$ cat src/hw/rtl/lrx_pkg.sv
package lrx_pkg;

  localparam int unsigned SAMPLE_W      = 16;
  localparam int unsigned ADDR_W        = 18;
  localparam int unsigned BUFFER_DEPTH  = 1 << ADDR_W;
  localparam int unsigned BIN_W         = 7;
  localparam int unsigned OVERVIEW_BINS = 1 << BIN_W;
  localparam int unsigned BIN_POS_LO    = ADDR_W - BIN_W;
  localparam int unsigned SUM_W         = 27;
  localparam int unsigned BIN_SHIFT     = 11;
  localparam int unsigned STEP_W        = 7;
  localparam int unsigned FADE_LEN      = 100;

  // crossfade divide by FADE_LEN+1 as a reciprocal multiply, exact below 2^MAG_W
  localparam int unsigned FADE_DIV  = FADE_LEN + 1;
  localparam int unsigned FADE_HALF = FADE_DIV / 2;
  localparam int unsigned MAG_W     = 24;
  localparam int unsigned DIV_SHIFT = MAG_W + $clog2(FADE_DIV);
  localparam int unsigned RECIP_W   = MAG_W + 1;
  localparam longint unsigned RECIP =
      ((64'd1 << DIV_SHIFT) + 64'(FADE_DIV) - 64'd1) / 64'(FADE_DIV);

  localparam int unsigned FIFO_DEPTH = 2;
  localparam int unsigned PTR_W      = $clog2(FIFO_DEPTH);
  localparam int unsigned CNT_W      = $clog2(FIFO_DEPTH + 1);

  typedef enum logic [1:0] {
    CMD_TICK      = 2'd0,
    CMD_TOGGLE    = 2'd1,
    CMD_RD_SAMPLE = 2'd2,
    CMD_RD_BIN    = 2'd3
  } cmd_e;

  typedef enum logic [1:0] {
    ST_ISSUE,
    ST_EVAL,
    ST_DIV
  } back_state_e;

  typedef struct packed {
    cmd_e                       op;
    logic signed [SAMPLE_W-1:0] audio;
    logic [ADDR_W-1:0]          addr;
  } item_t;

  typedef struct packed {
    logic  valid;
    item_t item;
  } queue_t;

endpackage

$ cat src/hw/rtl/lrx_front.sv
module lrx_front (
  input  logic                                clk_i,
  input  logic                                rst_ni,
  input  logic                                in_valid_i,
  output logic                                in_stall_o,
  input  logic [1:0]                          command_i,
  input  logic signed [lrx_pkg::SAMPLE_W-1:0] audio_in_i,
  input  logic [lrx_pkg::ADDR_W-1:0]          read_address_i,
  output lrx_pkg::queue_t                     head_o,
  input  logic                                pop_i
);
  import lrx_pkg::*;

  item_t            fifo_q [FIFO_DEPTH];
  logic [PTR_W-1:0] wr_ptr_q, wr_ptr_d;
  logic [PTR_W-1:0] rd_ptr_q, rd_ptr_d;
  logic [CNT_W-1:0] count_q, count_d;
  logic             push;
  item_t            item;

  always_comb begin
    item.op    = cmd_e'(command_i);
    item.audio = audio_in_i;
    item.addr  = read_address_i;
  end

  assign in_stall_o = (count_q == CNT_W'(FIFO_DEPTH));
  assign push       = in_valid_i && !in_stall_o;

  always_comb begin
    wr_ptr_d = wr_ptr_q;
    rd_ptr_d = rd_ptr_q;
    count_d  = count_q;
    if (push) begin
      wr_ptr_d = (wr_ptr_q == PTR_W'(FIFO_DEPTH - 1)) ? '0 : wr_ptr_q + 1'b1;
    end
    if (pop_i) begin
      rd_ptr_d = (rd_ptr_q == PTR_W'(FIFO_DEPTH - 1)) ? '0 : rd_ptr_q + 1'b1;
    end
    if (push && !pop_i) begin
      count_d = count_q + 1'b1;
    end else if (pop_i && !push) begin
      count_d = count_q - 1'b1;
    end
  end

  always_ff @(posedge clk_i or negedge rst_ni) begin
    if (!rst_ni) begin
      wr_ptr_q <= '0;
      rd_ptr_q <= '0;
      count_q  <= '0;
    end else begin
      wr_ptr_q <= wr_ptr_d;
      rd_ptr_q <= rd_ptr_d;
      count_q  <= count_d;
    end
  end

  always_ff @(posedge clk_i) begin
    if (push) begin
      fifo_q[wr_ptr_q] <= item;
    end
  end

  assign head_o.valid = (count_q != '0);
  assign head_o.item  = fifo_q[rd_ptr_q];

  a_pop_nonempty: assert property (@(posedge clk_i) disable iff (!rst_ni)
    pop_i |-> count_q != '0)
    else $error("queue popped while empty");

  a_count_bound: assert property (@(posedge clk_i) disable iff (!rst_ni)
    count_q <= CNT_W'(FIFO_DEPTH))
    else $error("queue count overflow");

endmodule

$ cat config.mk
export PLATFORM = sky130hd
export DESIGN_NAME = lrx_front
export DESIGN_NICKNAME = d
export VERILOG_FILES = /design/src/hw/rtl/lrx_pkg.sv /design/src/hw/rtl/lrx_front.sv
export SDC_FILE = /design/constraint.sdc
export NUM_CORES = 1
export LEC_CHECK = 0
export ABC_CLOCK_PERIOD_IN_PS = 3700
export BUFFER_PORTS_ARGS = -buffer_cell sky130_fd_sc_hd__buf_2
export CAP_MARGIN = 0
export CORE_MARGIN = 2
export CORE_UTILIZATION = 37
export DETAILED_ROUTE_END_ITERATION = 8
export SYNTH_ARGS = -nofsm -noshare
export SYNTH_HDL_FRONTEND = slang
export SYNTH_SLANG_ARGS = --single-unit
$ cat constraint.sdc
create_clock -name clk_i -period 3.7 [get_ports clk_i]
set_clock_uncertainty 0.1 [all_clocks]
set_input_delay 0 -clock clk_i [delete_from_list [all_inputs] [get_ports clk_i]]
set_output_delay 0 -clock clk_i [all_outputs]
set_load 0.005 [all_outputs]
==> summary.md, run 1 <==
| Metric | Value |
|---|---|
| HP Class | `in2reg` |
| CP Depth | `2` |
| Hold WS | `0.287 ns` |
| Die area | `between 8000 and 9000 µm²` |
| Clock transition at path regs | `~0.07 ns` |
| Avg Cell Area, Syn | `22.5 µm²` |
| Fin crit period | `2.11 ns` |
| Share of post-route cells with drive strength above 1 | `50.0%` |
| Cell taking the most area after synthesis | `edfxtp_1` |
| Worst-Margin Slew | `approximately 1.1 ns` |
| GRT Overall Usage | `12.0%` |
| Share of synthesized registers carrying an async set or reset | `5.26%` |
| Slowest stage delay, CP | `1.11 ns` |
| Fin. max-slew vios | `0` |
| DR vias | `between 1500 and 2000` |
| Wl on met1 | `around 2.0 mm` |
| Yosys warning count | `0` |
| WHS Path Cells | `2` |
| Final nets | `296` |
| Count of cell types in the netlist | `15` |
| R2r startpoint | `count_q[0]$_DFFE_PN0P_` |
| Top post-synthesis cells by count | `72 x edfxtp_1, 29 x mux2_4, 7 x mux2_2` |
| Synth Net Count | `172` |
| Register area share after synthesis | `76.8%` |
| Leak | `1.63 nW` |
| Max Freq | `0.474 GHz` |
| Cts repair resizes | `0` |
| Die Ht | `93.2 µm` |
| Drc violations | `0` |
| Total CTS buffers | `9` |
| RSZ-0062 raised after global routing | `false` |
| Detailed placer's ending HPWL | `2.95 mm` |
| Rows | `32` |
| GPL Wtd Cong | `0.662` |
| Length of routed met3 wiring | `around 230 µm` |
| Fill cell count | `670` |
| Vias in the first global route | `1613` |
| Initial Util | `38.1%` |
| Post-route cell area | `just over 4000 µm²` |
| Synth area leaders | `edfxtp_1 73%, mux2_4 15%, dfrtp_1 3.4%` |
| Endpoints failing setup | `0` |
| Critical Path End Type | `output port` |
| Crit Reg-Reg Endpoint | `fifo_q[0][6]$_DFFE_PP_` |
| #FFs+latches synth | `76` |
| Area post-placement | `3400 µm²` |
| Cell count after synthesis | `131` |
| Ports | `78` |
| Final ANT Viol Nets | `0` |
| Crit share post-route | `57.1%` |
| Worst path bufs/invs | `1` |
| Met2 routed WL | `2.54 mm` |
| Top-count cell post-synth | `edfxtp_1` |
| Root buffer cell | `clkbuf_8` |
| Hold Crit Endpoint | `fifo_q[1][2]$_DFFE_PP_` |
| Port buffer count | `77` |
| Antenna violations before repair | `0` |
| Worst EP required | `roughly 3.6 ns` |
| Status | `finished clean` |
| TritonCTS clock tree | `built` |
| Routed wire length | `4.93 mm` |
| Worst rel slew slack | `approximately a quarter` |
| Crit path cell chain | `mux2_2 -> buf_2` |
| Flop2flop setup slack | `1.69 ns` |
| Worst hold start | `read_address_i[2]` |
| Top delay family on crit path | `flip-flops` |
| Top Layer Used | `met4` |
| H-tree levels | `3` |
| Max VDD drop | `0.000431 V` |
| Core Area | `a little under 8000 µm²` |
| Max_cap viols | `0` |
| Critical path type | `reg2out` |
| Setup_tns | `0 ns` |
| CP max FO | `37` |
| CP arrival | `2.01 ns` |
| Gr ovfl total | `0` |
| Critical path's slowest cell | `dfrtp_2` |
| Dpl cells | `approximately 310` |
| Final Hold Fails | `0` |
| Syn Std Cell Area | `a little under 3000 µm²` |
| Die W | `93.2 µm` |
| First-pass GRT wire length | `~7.7 mm` |
| Vias/cell | `4.35` |
| Non-filler cells, final | `362` |
| Startpoint class of the critical path | `register` |
| Number of flops mapped to enable cells by yosys | `72` |
| PD cells | `701 nW/µm²` |
| Clock sinks | `76` |
| Post-synth top flop | `edfxtp_1` |
| DR pass1 iterations | `4` |
| N_diodes | `0` |
| Post-synth top area share | `~73%` |
| Initial DRC count | `52` |
| Worst skew pair latency | `0.33 ns` |
| Syn-to-layout area delta | `36.7%` |
| Max clock buf depth | `2` |
| Worst reg2reg path depth | `3` |
| Pin count of the biggest net entering global routing | `38` |
| Per-cell routed wire length | `13.6 µm` |
[state kept, by name, indices dropped and copies added (netlist names)]
signal    cells
fifo_q       72
count_q       2
rd_ptr_q      1
wr_ptr_q      1
[cell usage in the layout, fill, tap and decap left out, types with 2 or more instances in the layout]
| master | synthesis | layout |
|---|---|---|
| clkinv_1 | 0 | 2 |
| xor2_1 | 3 | 3 |
| mux2_4 | 29 | 29 |
| bufinv_16 | 0 | 3 |
| mux2_2 | 7 | 7 |
| xnor2_1 | 2 | 2 |
| buf_2 | 0 | 77 |
| dlygate4sd3_1 | 0 | 40 |
| dfrtp_1 | 4 | 3 |
| inv_1 | 3 | 3 |
| clkbuf_8 | 0 | 9 |
| edfxtp_1 | 72 | 72 |
[through the flow]
| stage | power (W) | worst slack (ns) | util, % |
|---|---|---|---|
| after detailed placement | 0.00212 | 1.65 | 44.0 |
| after floorplan | 0.00188 | 1.03 | - |
| after global routing | 0.00298 | 1.47 | 52.1 |
| final | 0.00282 | 1.59 | 52.1 |
| after CTS | 0.00287 | 1.52 | 52.1 |
| after global placement | 0.00211 | 1.69 | 44.0 |
[worst max path at each step]
| stage | startpoint | endpoint | slack [ns] |
|---|---|---|---|
| floorplan | count_q[0]$_DFFE_PN0P_ | fifo_q[0][0]$_DFFE_PP_ | 1.03 |
| finish | rd_ptr_q$_DFFE_PN0P_ | head_o[15] | 1.59 |
| CTS | rd_ptr_q$_DFFE_PN0P_ | head_o[20] | 1.52 |
| detailed placement | count_q[0]$_DFFE_PN0P_ | fifo_q[0][32]$_DFFE_PP_ | 1.65 |
| global placement | count_q[0]$_DFFE_PN0P_ | fifo_q[0][31]$_DFFE_PP_ | 1.69 |
| global route | rd_ptr_q$_DFFE_PN0P_ | head_o[20] | 1.47 |
[worst reg2reg max path: stages (launching register included)]
cell and delay [ns]:
dfrtp_1 0.40, nand2b_1 0.16, nand2_1 0.14, nor2_4 0.80
[logic make-up after synthesis]
family / after synthesis / share of synthesized area, %
xor gates and xnor gates: 5 / 1.49
adders and majority gates: 1 / 0.425
muxes: 36 / 17.5
DFF: 76 / 76.8
buffers and inverters: 7 / 2.80
and+or+nand+nor: 6 / 1.02
[power breakdown]
part	leakage, nW	switching [W]	internal (W)
sequential	0.714	0.000160	0.00118
clock	0.115	0.000273	0.000443
combinational	0.799	0.000284	0.000482
[layout make-up]
cell class | instances | area (µm²) | share of cell area (%)
clock buffer | 10 | 128 | 3.17
clock inverter | 6 | 103 | 2.55
inverter | 3 | 11.3 | 0.280
multi-input combinational | 48 | 609 | 15.1
sequential | 76 | 2260 | 56.2
tap | 102 | 128 | 3.17
timing repair buffer | 117 | 786 | 19.5
[routing by layer]
layer | GRT usage (%) | vias to the layer above
li1 | - | 752
met3 | 2.98 | 10
met5 | 0 | -
met2 | 19.8 | 41
met1 | 13.6 | 770
met4 | 8.70 | 0
[repair_timing]
action,4_1_cts,5_1_grt
hold buffers,40,0
hold endpoints to repair,79,0
buffers inserted,0,0
No activity file was read; power rests on OpenSTA's default activity.
==> run 2: changes to the inputs <==
--- a/config.mk
+++ b/config.mk
@@ -5,7 +5,7 @@
 export SDC_FILE = /design/constraint.sdc
 export NUM_CORES = 1
 export LEC_CHECK = 0
-export ABC_CLOCK_PERIOD_IN_PS = 3700
+export ABC_CLOCK_PERIOD_IN_PS = 2050
 export BUFFER_PORTS_ARGS = -buffer_cell sky130_fd_sc_hd__buf_2
 export CAP_MARGIN = 0
 export CORE_MARGIN = 2
==> constraint.sdc (replaced) <==
create_clock -name clk_i -period 2.05 [get_ports clk_i]
set_clock_uncertainty 0.1 [all_clocks]
set_input_delay 0 -clock clk_i [delete_from_list [all_inputs] [get_ports clk_i]]
set_output_delay 0 -clock clk_i [all_outputs]
set_load 0.005 [all_outputs]
==> run 2 against run 1 <==
Against the previous run:
- die area stayed put
- core utilization is 0.45 points higher
- critical path type is now reg2reg
- highest routed layer unchanged
- largest cell class unchanged
- total power is 79% higher
- combinational power is 110% higher
==> summary.md, run 2 (synthesis gave the netlist of run 1 again) <==
| Metric | Value |
|---|---|
| Clock sinks | `76` |
| N_diodes | `0` |
| Max VDD drop | `roughly 0.00077 V` |
| Fin crit period | `~1.6 ns` |
| DR vias | `around 1600` |
| Clock transition at path regs | `0.07 ns` |
| Max Freq | `0.610 GHz` |
| Die W | `93.2 µm` |
| CP arrival | `1.80 ns` |
| Die Ht | `93.2 µm` |
| Flop2flop setup slack | `0.41 ns` |
| Vias/cell | `4.29` |
| Syn-to-layout area delta | `37.9%` |
| Worst skew pair latency | `0.33 ns` |
| GPL Wtd Cong | `0.700` |
| HP Class | `in2reg` |
| Slowest stage delay, CP | `between 0.4 and 0.5 ns` |
| Startpoint class of the critical path | `register` |
| Initial Util | `38.1%` |
| Root buffer cell | `clkbuf_8` |
| Commonest non-fill, non-tap cell in the layout | `buf_2` |
| Vias in the first global route | `approximately 1600` |
| Hold WS | `0.281 ns` |
| Final nets | `between 300 and 400` |
| Share of post-route cells with drive strength above 1 | `51.3%` |
| Core Area | `7730 µm²` |
| Antenna violations before repair | `0` |
| First-pass GRT wire length | `7.40 mm` |
| Critical path's slowest cell | `dfrtp_1` |
| H-tree levels | `3` |
| Crit path cell chain | `nand2b_1 -> nand2_1 -> inv_1 -> ha_1 -> xor2_1 -> nor2_1 -> xor2_1` |
| Final ANT Viol Nets | `0` |
| RSZ-0062 raised after global routing | `false` |
| Status | `finished clean` |
| Non-filler cells, final | `367` |
| Critical Path End Type | `register` |
| Pin count of the biggest net entering global routing | `38` |
| Gr ovfl total | `0` |
| Crit share post-route | `80.0%` |
| Leak | `1.64 nW` |
| GRT Overall Usage | `11.6%` |
| Top reg by flops | `fifo_q` |
| Most common cell on crit path | `xor2_1` |
| Commonest cells after routing, fill and taps aside | `77 x buf_2, 72 x edfxtp_1, 40 x dlygate4sd3_1, 29 x mux2_4, 9 x clkbuf_8` |
| Drc violations | `0` |
| Worst rel slew slack | `81.4%` |
| Worst-Margin Slew | `approximately 0.28 ns` |
| Fin. max-slew vios | `0` |
| Total CTS buffers | `9` |
| Detailed placer's ending HPWL | `about 3.0 mm` |
| Ports | `a little under 80` |
| PD cells | `1240 nW/µm²` |
| Critical path type | `reg2reg` |
| Port buffer count | `77` |
| Max_cap viols | `0` |
| TritonCTS clock tree | `built` |
| Endpoints failing setup | `0` |
| Setup_tns | `0 ns` |
| Initial DRC count | `a little under 100` |
| Largest register FFs | `72` |
| Routed wire length | `4.83 mm` |
| Dpl cells | `311` |
| Max clock buf depth | `2` |
| Worst EP required | `2.21 ns` |
| Final Hold Fails | `0` |
| Power, Total | `0.00505 W` |
| Biggest registers after layout | `fifo_q: 72 flops, count_q: 2 flops` |
| Rows | `32` |
| CP max FO | `4` |
| Per-cell routed wire length | `13.2 µm` |
| DR pass1 iterations | `4` |
| Die area | `8690 µm²` |
-- run 2: cell types whose count changed in the layout (fill, tap and decap cells not counted), sizes merged --
cell	previous run	this run
buf	77	82
clkinvlp	0	2
bufinv	3	2
clkbuf	10	9
-- run 2: path summary, 6_finish.rpt --
| check | startpoint | endpoint | cells past startpoint |
|---|---|---|---|
| min | read_address_i[7] | fifo_q[1][7]$_DFFE_PP_ | 2 |
| min reg2reg | count_q[1]$_DFFE_PN0P_ | count_q[1]$_DFFE_PN0P_ | 1 |
| max in group asynchronous | rst_ni | rd_ptr_q$_DFFE_PN0P_ | 3 |
| max | count_q[0]$_DFFE_PN0P_ | count_q[1]$_DFFE_PN0P_ | 7 |
| max reg2reg | count_q[0]$_DFFE_PN0P_ | count_q[1]$_DFFE_PN0P_ | 7 |
| min in group asynchronous | rst_ni | count_q[1]$_DFFE_PN0P_ | 3 |
-- run 2: final cells by class --
| type | count | area [µm²] |
|---|---|---|
| well taps | 102 | 128 |
| flip-flops and latches | 76 | 2260 |
| clock inverters | 7 | 91.3 |
| multi-input cells | 48 | 609 |
| inverters | 3 | 11.3 |
| fillers | 622 | 3660 |
| clock buffers | 9 | 124 |
| repair buffers | 122 | 836 |
-- run 2: worst max-delay path, delay by kind of cell (launching register included) --
family / cells / cell delay [ns]
and+or+nand+nor: 3 / 0.47
DFF: 1 / 0.42
xor gates and xnor gates: 2 / 0.31
adders and majority gates: 1 / 0.19
buffers and inverters: 1 / 0.07
-- run 2: what timing repair did --
action	4_1_cts	5_1_grt
hold endpoints to repair	79	0
resized for setup	0	0
endpoints found under the setup margin	0	0
hold buffers	40	0
setup buffers	0	0
-- run 2: metal layers --
metal	global-route usage, %	up-vias	part of all wire, %
li1	-	761	-
met1	14.4	756	45
met2	18.0	51	48
met3	3.95	5	6.2
met4	6.25	0	1.3
met5	0	-	0
-- run 2: power by group --
part,leakage (nW),internal (W),switching (W)
logic,0.830,0.000916,0.000713
registers,0.714,0.00213,0.000105
clock network,0.101,0.000678,0.000516
-- run 2: per-stage QoR --
stage / worst slack [ns] / util [%] / instance area, µm²
floorplan: 0.0973 / - / 2950
global placement: 0.498 / 44.6 / 3450
detailed placement: 0.439 / 44.6 / 3450
CTS: 0.409 / 52.6 / 4060
global route: 0.261 / 52.6 / 4060
finish: 0.410 / 52.6 / 4060
